### src/design/tscd_pkg.sv
// Shared types and constants for the two-stage clock divider search.
// Used by tscd_div and two_stage_clock_divider_search; no dependencies.
package tscd_pkg;

  // Divider datapath widths: widest dividend is the request in Hz
  localparam int unsigned DvdW = 28;
  localparam int unsigned DvsW = 20;
  localparam int unsigned CntW = $clog2(DvdW);

  // Field widths
  localparam int unsigned HzW   = 28;
  localparam int unsigned KhzW  = 20;
  localparam int unsigned ReqW  = 18;
  localparam int unsigned DivW  = 8;
  localparam int unsigned RateW = 20;

  typedef logic [DvdW-1:0] dvd_t;
  typedef logic [DvsW-1:0] dvs_t;
  typedef logic [KhzW-1:0] khz_t;
  typedef logic [ReqW-1:0] req_t;
  typedef logic [DivW-1:0] div_t;
  typedef logic [RateW-1:0] rate_t;
  typedef logic [HzW-1:0] hz_t;

  // Saturation limits
  localparam hz_t  ReqMinHz    = 28'd1000;
  localparam hz_t  ReqMaxHz    = 28'd148000000;
  localparam khz_t SrcMinKhz   = 20'd1;
  localparam khz_t SrcMaxKhz   = 20'd1000000;
  localparam khz_t SrcResetKhz = 20'd297931;

  // Divisor and search constants
  localparam dvs_t HzPerKhz     = 20'd1000;
  // Prescale 2k qualifies when ratio < 257 * 2k, so k = ratio / 514 + 1
  localparam dvs_t PrescaleStep = 20'd514;
  localparam dvd_t PrescaleKMax = 28'd125;
  localparam div_t DivFallback  = 8'd254;
  localparam div_t DivLast      = 8'd252;
  localparam rate_t RateLimit   = 20'd256;
  localparam div_t RateM1Max    = 8'd255;

  // Sequencer states
  typedef enum logic [3:0] {
    ST_IDLE,
    ST_KHZ,
    ST_RATIO,
    ST_PRESCALE,
    ST_RATE,
    ST_QUOT,
    ST_NEED,
    ST_ACH,
    ST_DONE
  } state_e;

endpackage

### src/design/tscd_div.sv
// Bit-serial restoring divider, one quotient bit per cycle.
// Depends on tscd_pkg for widths and types.
module tscd_div (
  input  logic           clk_i,
  input  logic           rst_ni,
  input  logic           start_i,
  input  tscd_pkg::dvd_t dividend_i,
  input  tscd_pkg::dvs_t divisor_i,
  output tscd_pkg::dvd_t quotient_o,
  output logic           done_o
);

  logic                            busy_q, busy_d;
  logic                            done_q, done_d;
  logic [tscd_pkg::CntW-1:0]       cnt_q, cnt_d;
  logic [tscd_pkg::DvsW:0]         rem_q, rem_d;
  tscd_pkg::dvd_t                  quo_q, quo_d;
  tscd_pkg::dvs_t                  dvs_q, dvs_d;
  logic [tscd_pkg::DvsW:0]         shifted;
  logic                            fits;

  // Shift in the next dividend bit and try one subtraction
  always_comb begin
    shifted = {rem_q[tscd_pkg::DvsW-1:0], quo_q[tscd_pkg::DvdW-1]};
    fits    = shifted >= {1'b0, dvs_q};
    busy_d  = busy_q;
    done_d  = 1'b0;
    cnt_d   = cnt_q;
    rem_d   = rem_q;
    quo_d   = quo_q;
    dvs_d   = dvs_q;
    if (start_i) begin
      busy_d = 1'b1;
      cnt_d  = tscd_pkg::CntW'(tscd_pkg::DvdW - 1);
      rem_d  = '0;
      quo_d  = dividend_i;
      dvs_d  = divisor_i;
    end else if (busy_q) begin
      rem_d = fits ? (shifted - {1'b0, dvs_q}) : shifted;
      quo_d = {quo_q[tscd_pkg::DvdW-2:0], fits};
      cnt_d = cnt_q - 1'b1;
      if (cnt_q == '0) begin
        busy_d = 1'b0;
        done_d = 1'b1;
      end
    end
  end

  // Control state
  always_ff @(posedge clk_i or negedge rst_ni) begin
    if (!rst_ni) begin
      busy_q <= 1'b0;
      done_q <= 1'b0;
      cnt_q  <= '0;
    end else begin
      busy_q <= busy_d;
      done_q <= done_d;
      cnt_q  <= cnt_d;
    end
  end

  // Datapath shift registers
  always_ff @(posedge clk_i) begin
    rem_q <= rem_d;
    quo_q <= quo_d;
    dvs_q <= dvs_d;
  end

  assign quotient_o = quo_q;
  assign done_o     = done_q;

  // A new division is never launched over a running one
  assert property (@(posedge clk_i) disable iff (!rst_ni) start_i |-> !busy_q)
    else $error("divider started while busy");
  // The last step always reports completion next cycle
  assert property (@(posedge clk_i) disable iff (!rst_ni)
    busy_q && !start_i && cnt_q == '0 |=> done_q && !busy_q)
    else $error("divider missed completion");
  // Completion only follows a running division
  assert property (@(posedge clk_i) disable iff (!rst_ni) done_q |-> $past(busy_q))
    else $error("divider done without work");

endmodule

### src/design/two_stage_clock_divider_search.sv
// Two-stage clock divider search: request in Hz to prescale divide and rate.
// Each request runs seven serial divisions on the shared one-bit-per-cycle
// divider. The input stalls until the previous result is loaded into the
// output register, and the next input is taken while a result still waits
// at the output register. Reset clears control state and loads the source
// clock register with 297931 kHz; no clearing pass.
module two_stage_clock_divider_search (
  input  logic                  clk_i,
  input  logic                  rst_ni,
  input  logic                  cfg_we_i,
  input  tscd_pkg::khz_t        cfg_wdata_i,
  input  logic                  in_valid_i,
  output logic                  in_stall_o,
  input  tscd_pkg::hz_t         requested_hz_i,
  output logic                  out_valid_o,
  input  logic                  out_stall_i,
  output tscd_pkg::div_t        prescale_divide_o,
  output tscd_pkg::div_t        rate_minus_one_o,
  output tscd_pkg::khz_t        achieved_khz_o,
  output logic                  rate_clamped_o
);

  tscd_pkg::state_e state_q, state_d;
  logic             launch_q, launch_d;
  logic             out_valid_q, out_valid_d;
  tscd_pkg::khz_t   src_cfg_q;
  tscd_pkg::khz_t   src_eff;

  tscd_pkg::hz_t    hz_q, hz_d;
  tscd_pkg::req_t   req_q, req_d;
  tscd_pkg::khz_t   ratio_q, ratio_d;
  tscd_pkg::div_t   div_q, div_d;
  logic             fallback_q, fallback_d;
  tscd_pkg::rate_t  rate_q, rate_d;
  tscd_pkg::khz_t   qv_q, qv_d;
  tscd_pkg::khz_t   ach_q, ach_d;

  tscd_pkg::div_t   pd_out_q;
  tscd_pkg::div_t   rm1_out_q;
  tscd_pkg::khz_t   ach_out_q;
  logic             clamp_out_q;
  logic             load_out;

  tscd_pkg::dvd_t   dvd;
  tscd_pkg::dvs_t   dvs;
  tscd_pkg::dvd_t   quo;
  logic             div_done;
  tscd_pkg::rate_t  need;
  logic             rate_over;

  // Source clock register
  always_ff @(posedge clk_i or negedge rst_ni) begin
    if (!rst_ni) begin
      src_cfg_q <= tscd_pkg::SrcResetKhz;
    end else if (cfg_we_i) begin
      src_cfg_q <= cfg_wdata_i;
    end
  end

  // Saturate the source clock
  always_comb begin
    if (src_cfg_q < tscd_pkg::SrcMinKhz) begin
      src_eff = tscd_pkg::SrcMinKhz;
    end else if (src_cfg_q > tscd_pkg::SrcMaxKhz) begin
      src_eff = tscd_pkg::SrcMaxKhz;
    end else begin
      src_eff = src_cfg_q;
    end
  end

  // Select the operands of the current division
  always_comb begin
    unique case (state_q)
      tscd_pkg::ST_KHZ: begin
        dvd = hz_q;
        dvs = tscd_pkg::HzPerKhz;
      end
      tscd_pkg::ST_RATIO: begin
        dvd = tscd_pkg::dvd_t'(src_eff);
        dvs = tscd_pkg::dvs_t'(req_q);
      end
      tscd_pkg::ST_PRESCALE: begin
        dvd = tscd_pkg::dvd_t'(ratio_q);
        dvs = tscd_pkg::PrescaleStep;
      end
      tscd_pkg::ST_RATE: begin
        dvd = tscd_pkg::dvd_t'(ratio_q);
        dvs = tscd_pkg::dvs_t'(fallback_q ? tscd_pkg::DivLast : div_q);
      end
      tscd_pkg::ST_QUOT: begin
        dvd = tscd_pkg::dvd_t'(src_eff);
        dvs = tscd_pkg::dvs_t'(div_q);
      end
      tscd_pkg::ST_NEED: begin
        dvd = tscd_pkg::dvd_t'(qv_q);
        dvs = tscd_pkg::dvs_t'(req_q) + 1'b1;
      end
      tscd_pkg::ST_ACH: begin
        dvd = tscd_pkg::dvd_t'(qv_q);
        dvs = tscd_pkg::dvs_t'(rate_q);
      end
      default: begin
        dvd = '0;
        dvs = '0;
      end
    endcase
  end

  tscd_div u_div (
    .clk_i      (clk_i),
    .rst_ni     (rst_ni),
    .start_i    (launch_q),
    .dividend_i (dvd),
    .divisor_i  (dvs),
    .quotient_o (quo),
    .done_o     (div_done)
  );

  assign need      = tscd_pkg::rate_t'(quo) + 1'b1;
  assign rate_over = rate_q > tscd_pkg::RateLimit;

  // Sequence the divisions and collect their results
  always_comb begin
    state_d    = state_q;
    launch_d   = 1'b0;
    load_out   = 1'b0;
    hz_d       = hz_q;
    req_d      = req_q;
    ratio_d    = ratio_q;
    div_d      = div_q;
    fallback_d = fallback_q;
    rate_d     = rate_q;
    qv_d       = qv_q;
    ach_d      = ach_q;
    unique case (state_q)
      tscd_pkg::ST_IDLE: begin
        if (in_valid_i) begin
          if (requested_hz_i < tscd_pkg::ReqMinHz) begin
            hz_d = tscd_pkg::ReqMinHz;
          end else if (requested_hz_i > tscd_pkg::ReqMaxHz) begin
            hz_d = tscd_pkg::ReqMaxHz;
          end else begin
            hz_d = requested_hz_i;
          end
          state_d  = tscd_pkg::ST_KHZ;
          launch_d = 1'b1;
        end
      end
      tscd_pkg::ST_KHZ: begin
        if (div_done) begin
          req_d    = tscd_pkg::req_t'(quo);
          state_d  = tscd_pkg::ST_RATIO;
          launch_d = 1'b1;
        end
      end
      tscd_pkg::ST_RATIO: begin
        if (div_done) begin
          ratio_d  = tscd_pkg::khz_t'(quo);
          state_d  = tscd_pkg::ST_PRESCALE;
          launch_d = 1'b1;
        end
      end
      tscd_pkg::ST_PRESCALE: begin
        if (div_done) begin
          // Fall back to the top divide when no even divide qualifies
          if (quo > tscd_pkg::PrescaleKMax) begin
            fallback_d = 1'b1;
            div_d      = tscd_pkg::DivFallback;
          end else begin
            fallback_d = 1'b0;
            div_d      = {7'(quo[6:0] + 7'd1), 1'b0};
          end
          state_d  = tscd_pkg::ST_RATE;
          launch_d = 1'b1;
        end
      end
      tscd_pkg::ST_RATE: begin
        if (div_done) begin
          // Repair a zero first rate
          rate_d   = (quo == '0) ? tscd_pkg::rate_t'(1) : tscd_pkg::rate_t'(quo);
          state_d  = tscd_pkg::ST_QUOT;
          launch_d = 1'b1;
        end
      end
      tscd_pkg::ST_QUOT: begin
        if (div_done) begin
          qv_d     = tscd_pkg::khz_t'(quo);
          state_d  = tscd_pkg::ST_NEED;
          launch_d = 1'b1;
        end
      end
      tscd_pkg::ST_NEED: begin
        if (div_done) begin
          // Raise the rate until the achieved clock stays within the request
          if (rate_q < need) begin
            rate_d = need;
          end
          state_d  = tscd_pkg::ST_ACH;
          launch_d = 1'b1;
        end
      end
      tscd_pkg::ST_ACH: begin
        if (div_done) begin
          ach_d   = tscd_pkg::khz_t'(quo);
          state_d = tscd_pkg::ST_DONE;
        end
      end
      tscd_pkg::ST_DONE: begin
        // Hand the result over once the output register is free
        if (!out_valid_q || !out_stall_i) begin
          load_out = 1'b1;
          state_d  = tscd_pkg::ST_IDLE;
        end
      end
      default: begin
        state_d = tscd_pkg::ST_IDLE;
      end
    endcase
  end

  // Output valid: drop on a taken transaction, set on a new load
  always_comb begin
    out_valid_d = out_valid_q && out_stall_i;
    if (load_out) begin
      out_valid_d = 1'b1;
    end
  end

  // Control state
  always_ff @(posedge clk_i or negedge rst_ni) begin
    if (!rst_ni) begin
      state_q     <= tscd_pkg::ST_IDLE;
      launch_q    <= 1'b0;
      out_valid_q <= 1'b0;
    end else begin
      state_q     <= state_d;
      launch_q    <= launch_d;
      out_valid_q <= out_valid_d;
    end
  end

  // Working registers
  always_ff @(posedge clk_i) begin
    hz_q       <= hz_d;
    req_q      <= req_d;
    ratio_q    <= ratio_d;
    div_q      <= div_d;
    fallback_q <= fallback_d;
    rate_q     <= rate_d;
    qv_q       <= qv_d;
    ach_q      <= ach_d;
  end

  // Output register, with the rate clamp applied on load
  always_ff @(posedge clk_i) begin
    if (load_out) begin
      pd_out_q    <= div_q;
      rm1_out_q   <= rate_over ? tscd_pkg::RateM1Max
                               : tscd_pkg::div_t'(rate_q - 1'b1);
      ach_out_q   <= ach_q;
      clamp_out_q <= rate_over;
    end
  end

  assign in_stall_o        = state_q != tscd_pkg::ST_IDLE;
  assign out_valid_o       = out_valid_q;
  assign prescale_divide_o = pd_out_q;
  assign rate_minus_one_o  = rm1_out_q;
  assign achieved_khz_o    = ach_out_q;
  assign rate_clamped_o    = clamp_out_q;

  // Divider completion arrives only while a division step is pending
  assert property (@(posedge clk_i) disable iff (!rst_ni)
    div_done |-> state_q != tscd_pkg::ST_IDLE && state_q != tscd_pkg::ST_DONE)
    else $error("division result with no division pending");
  // The sequencer waits in place while the divider runs
  assert property (@(posedge clk_i) disable iff (!rst_ni)
    launch_q |=> state_q == $past(state_q))
    else $error("sequencer moved during a division");
  // A clamped rate always reports the top rate code
  assert property (@(posedge clk_i) disable iff (!rst_ni)
    out_valid_q && clamp_out_q |-> rm1_out_q == tscd_pkg::RateM1Max)
    else $error("clamped rate with wrong code");
  // The prescale divide is always even and nonzero
  assert property (@(posedge clk_i) disable iff (!rst_ni)
    out_valid_q |-> !pd_out_q[0] && pd_out_q != '0)
    else $error("bad prescale divide");

endmodule

### config.mk
export PLATFORM = sky130hd
export DESIGN_NAME = two_stage_clock_divider_search
export DESIGN_NICKNAME = d
export VERILOG_FILES = /design/src/design/tscd_pkg.sv /design/src/design/tscd_div.sv /design/src/design/two_stage_clock_divider_search.sv
export SDC_FILE = /design/constraint.sdc
export NUM_CORES = 1
export LEC_CHECK = 0
export BUFFER_PORTS_ARGS = -buffer_cell sky130_fd_sc_hd__buf_2
export CAP_MARGIN = 30
export CORE_MARGIN = 2
export CORE_UTILIZATION = 50
export CTS_BUF_LIST = sky130_fd_sc_hd__clkbuf_8
export CTS_CLUSTER_SIZE = 24
export DETAILED_ROUTE_END_ITERATION = 16
export HOLD_SLACK_MARGIN = 0.12
export PLACE_DENSITY = 0.68
export SYNTH_ARGS = -nofsm -noshare
export SYNTH_HDL_FRONTEND = slang
export SYNTH_SLANG_ARGS = --single-unit
### constraint.sdc
create_clock -name clk_i -period 4.7 [get_ports clk_i]
set_input_delay 0 -clock clk_i [delete_from_list [all_inputs] [get_ports clk_i]]
set_output_delay 0 -clock clk_i [all_outputs]
set_load 0.005 [all_outputs]
# Word level (Yosys, flattened, before mapping)
# Index checks and enable logic that the tools add are counted.
# W data, S select, Z words.
[totals] regBits=273 inputBits=53 elab_cells=118
[op_classes] n_addsub=6 n_lt_le_gt_ge=8 eq_ne=18 muxes=39 reduce_logical=23
[op_table] cell="$mux W20" n=7
[op_table] cell="$pmux W20 S7" n=1
[op_table] cell="$pmux W28 S4" n=1
[op_table] cell="$mux W28" n=3
[op_table] cell="$pmux W20 S2" n=1
[op_table] cell="$mux W4" n=9
[op_table] cell="$pmux W4 S9" n=1
[op_table] cell="$gt A28 B28 Y1 const B" n=1
[op_table] cell="$gt A28 B7 Y1 const B" n=1
[op_table] cell="$logic_not A28 Y1" n=1
[op_table] cell="$lt A28 B10 Y1 const B" n=1
[op_table] cell="$ge A21 B20 Y1" n=1
[op_table] cell="$add A20 B1 Y20 const B" n=1
[op_table] cell="$gt A20 B20 Y1 const B" n=1
[op_table] cell="$gt A20 B9 Y1 const B" n=1
[op_table] cell="$lt A20 B1 Y1 const B" n=1
[op_table] cell="$lt A20 B20 Y1" n=1
[op_table] cell="$sub A20 B20 Y20" n=1
[op_table] cell="$add A18 B1 Y19 const B" n=1
[op_table] cell="$eq A4 B3 Y1 const B" n=4
[op_table] cell="$ne A2 B1 Y1 const B" n=7
[op_table] cell="$mux W1" n=12
[op_table] cell="$reduce_and A2 Y1" n=6
[op_table] cell="$mux W5" n=2
[op_table] cell="other kinds (20)" n=28

# Longest topological paths before layout
[logic_depth] ltp_word=5 mapped_depth=12

# Modules after synthesis
# A second synthesis with hierarchy kept.
[unflattened] hier_cells=1139 area_unflattened_um2=13475.4
[modules_own_cells] mod="two_stage_clock_divider_search" instances=1 cells_each=771 area_per_inst_um2=9391.5 seq_area_each_um2=5768.0
[modules_own_cells] mod="tscd_div" instances=1 cells_each=368 area_per_inst_um2=4083.9 seq_area_each_um2=2016.9

# Worst setup path before layout
# No wires, ideal clock.
[synth_timing] path_kind="flip-flop to flip-flop" start="register u_div.quo_q[0] (netlist: u_div.quotient_o[0])" end="register rate_q[0], enable pin" arrival_ns=3.164 t_required_ns=4.321 slack_ns=1.156 stages_incl_launch_ff=13 path_buffers=0 period_less_slack_ns=3.544 cell_sequence="edfxtp_1 > ha_1 > nand3_1 > nand3b_1 > nor3_1 > nand3_1 > xnor2_1 > ha_1 > a211o_1 > nor2_1 > o211ai_1 > o21ai_0 > a32o_1"
[synth_via] elab_chain_cells=4
[synth_lines] element="from (decl)" line="tscd_div.sv:17" text="tscd_pkg::dvd_t quo_q, quo_d;"
[synth_lines] element="from (signal assigned)" line="tscd_div.sv:65" text="quo_q <= quo_d;"
[synth_lines] element="$add A20 B1 Y20" line="two_stage_clock_divider_search.sv:119" text="assign need = tscd_pkg::rate_t'(quo) + 1'b1;"
[synth_lines] element="$lt A20 B20 Y1" line="two_stage_clock_divider_search.sv:195" text="if (rate_q < need) begin"
[synth_lines] element="$ne A2 B2 Y1 (no source line)"
[synth_lines] element="$reduce_and A4 Y1 (no source line)"
[synth_lines] element="to (signal assigned)" line="two_stage_clock_divider_search.sv:249" text="rate_q <= rate_d;"
[synth_lines] element="to (decl)" line="two_stage_clock_divider_search.sv:34" text="tscd_pkg::rate_t rate_q, rate_d;"
# Every way passes these cells.
# A chain may end at the register's enable or synchronous reset.

# Worst setup path after layout
[layout_timing] start="register u_div.quo_q[0] (netlist: u_div.quotient_o[0])" end="register rate_q[15], enable pin"
# Same word-level chain as after synthesis.

==> results.cfg <==
[status]
status = complete, no violations

[synth]
yosysWarnings = 0
synth_async_sr_flop_share_pct = 12.2
synth_edf_count = 218
synth.avg_cell_area_sq_um = 11.6
synth.area.top_cells = edfxtp_1 48%, dfrtp_1 4.2%, ha_1 4.2%
synth-seq-cells = 271
synth_common_cells = 218 x edfxtp_1, 96 x nand2_1, 69 x inv_1, 65 x nor2_1, 61 x o21ai_0
synthCells = 1173
ys_seq_area_share_pct = 57.2
netlist_area_sq_um = 13600
syn_nets = 1273
synth_top_area_share_pct = 48.1
ys.flop_type = edfxtp_1
yosys.cell_count.top_type = edfxtp_1
yosys.area.top_type = edfxtp_1
yosysUniqueCellTypes = 90

[pwr]
power_density_nw_per_um2 = 519
p_seq_share_pct = 42.8
p_sw_mw = 3.04
intPower_mw = 5.32
swShare_pct = 36.3
p_leak_nw = 5.92
power.share.clock_pct = 24.0
p_comb_share_pct = 33.2
irDropWorstVdd_mv = 0.247

[cts]
clkLatencyLatePin_ps = 580
cts_tree = built
clk_pin_slew_worst_paths_ps = 60
cts_num_sinks = 271
cts-root-buf = clkbuf_8
cts_buffer_depth = 3
numCtsBuffers = 45
htree_num_levels = 2
cts_resized = 0

[grt]
grtUsageTotal_pct = 25.7
grt_first_pass_wirelength_um = 56900
grt_max_degree = 62
grt_pass1_vias = 10300
antenna_found_initial = 0
grt_overflow = 0

[sta]
fin_setup_tns_ps = 0
max_clock_freq_mhz = 266
worst_pin_slew_ps = 994
slew_violations = 0
period_needed_ps = 3770
fin_skew_ps = 37.1
setup_ws_ps = 935
timing.slew.headroom_pct = 33.7
rsz0062_at_grt = false
hold_ws_ps = 205
setup_viol = 0
hold_viol = 0
period_share_pct = 80.1

[drt]
met2WireLength_um = 16600
drc_errors = 0
drtIter0Drc = 1221
topRoutingLayerUsed = met4
dr_total_vias = 10400
ant_nets = 0
routed_wl_um = 36200
firstDrtPassIters = 7
wire_per_inst_um = 20.9
via_per_inst = 6.00
wl_met1_um = 14700
wl_met3_um = 3280

[die]
initial_utilization_pct = 50.7
fp.dieH_um = 169
rows = 60
dieArea_sq_um = 28500
ios = 92
die_w_um = 169
core_area_sq_um = 26800

[placement]
hpwlAfterDp_um = 24300
io_buffers = 90
dp.cells = 1567
globalplace.congestion = 0.918
post-place-ws_ps = 990

[finish]
utilization_pct = 60.1
fin_cells = 1730
n_antenna_cell = 0
fill_cells = 2162
syn2layout_area_growth_pct = 18.4
nNetsFinal = 1452
drive_gt1_share_pct = 17.6

[min_path]
min_path_type = input port to register

[setup_path]
cp-start-kind = register
critPathRequiredTime_ps = 4930
worstPathArrival_ps = 4000
cp_max_fo = 20
cp-end-kind = register
crit_type = register to register

[job]
cap_violations = 0
==> stage by stage <==
step	total power, mW	instance area (sq um)
floorplan	5.48	13600
global placement	6.19	14400
detailed placement	6.27	14400
CTS	8.35	16100
global route	8.87	16100
finish	8.36	16100
==> final timing paths <==
path	end	slack, ps	cells past startpoint	startpoint
min	hz_q[27]$_SDFFCE_PP0P_	210	2	requested_hz_i[27]
min reg2reg	achieved_khz_o[1]$_DFFE_PP_	420	0	ach_q[1]$_DFFE_PP_
max	rate_q[15]$_DFFE_PP_	930	13	u_div.quotient_o[0]$_DFFE_PP_
min in group asynchronous	src_cfg_q[15]$_DFFE_PN1P_	230	2	rst_ni
max reg2reg	rate_q[15]$_DFFE_PP_	930	13	u_div.quotient_o[0]$_DFFE_PP_
max in group asynchronous	src_cfg_q[16]$_DFFE_PN0P_	4230	3	rst_ni
==> per-layer routing <==
metal	global-route usage [%]	vias to the layer above
li1	-	4805
met1	34.1	4946
met2	40.7	531
met3	5.66	96
met4	11.9	0
met5	0	-
==> power groups by stage <==
stage / logic (mW) / registers, mW / clock network (mW)
floorplan: 2.10 / 3.38 / 0
finish: 2.78 / 3.57 / 2.01
CTS: 2.74 / 3.56 / 2.05
detailed placement: 2.66 / 3.61 / 0
global route: 3.09 / 3.62 / 2.16
global placement: 2.61 / 3.59 / 0
==> cell type report <==
cell class                      instances  area (sq um)  area share [%]
Inverter                               69           259            1.61
Tap cell                              341           427            2.65
Clock buffer                           51           702            4.36
Timing Repair Buffer                  186          1390            8.61
Sequential cell                       271          7790            48.4
Multi-Input combinational cell        779          5360            33.3
Clock inverter                         33           180            1.12
==> kinds of logic after synthesis <==
kind of cell             Yosys count  synth area share (%)
flip-flops                       271                  57.2
AND/OR/NAND/NOR                  376                  14.3
buffers and inverters            123                  3.63
adder cells (fa/ha/maj)           47                  4.38
multiplexers                      21                  1.73
other                              1                0.0276
XOR/XNOR                          60                  3.86
AO/OA/AOI/OAI                    274                  14.8
==> critical path: stages (launching register included) <==
cell and delay (ps):
edfxtp_1 560, ha_1 270, nand3_1 220, nand3b_1 340
nor3_1 400, nand3_1 160, xnor2_1 160, ha_1 290
a211o_1 280, nor2_1 90, o211ai_1 80, o21ai_0 170
a32o_1 150, buf_4 270
==> cells in the final DEF (no fill, tap or decap), types with 6 or more instances in the layout <==
cell / n
a221o_1: 7
a21o_1: 18
o211ai_1: 8
or2_1: 7
clkinv_2: 6
xor2_1: 13
and2_1: 10
dlygate4sd3_1: 78
nor4_1: 18
nor3_1: 25
dfrtp_1: 22
a21boi_2: 7
nand2b_1: 17
a222oi_1: 21
o21a_1: 8
mux2_2: 20
nand2_1: 96
edfxtp_1: 218
nor2b_1: 20
nor2_1: 63
a21oi_1: 33
buf_2: 90
xnor2_1: 47
o21ai_0: 61
and3_1: 9
nand3_1: 49
inv_1: 89
a211oi_1: 6
clkbuf_8: 51
nand4_1: 24
dfxtp_1: 20
dfstp_2: 10
ha_1: 46
a311oi_1: 7
o22ai_1: 17
buf_4: 16
o22ai_2: 7
==> registers in the layout (all words and copies together), names as in the netlist, 4 cells and up <==
signal	flops
achieved_khz_o	20
div_q	7
prescale_divide_o	7
u_div.rem_q	20
ach_q	20
req_q	18
src_cfg_q	20
hz_q	28
u_div.dvs_q	20
u_div.cnt_q	5
qv_q	20
u_div.quotient_o	28
state_q	4
rate_minus_one_o	8
rate_q	20
ratio_q	20
==> what timing repair did <==
item                      4_1_cts  5_1_grt
hold endpoints to repair      105        0
hold buffers                   79        0
setup buffers                   0        0
No activity file was read; power rests on OpenSTA's default activity.
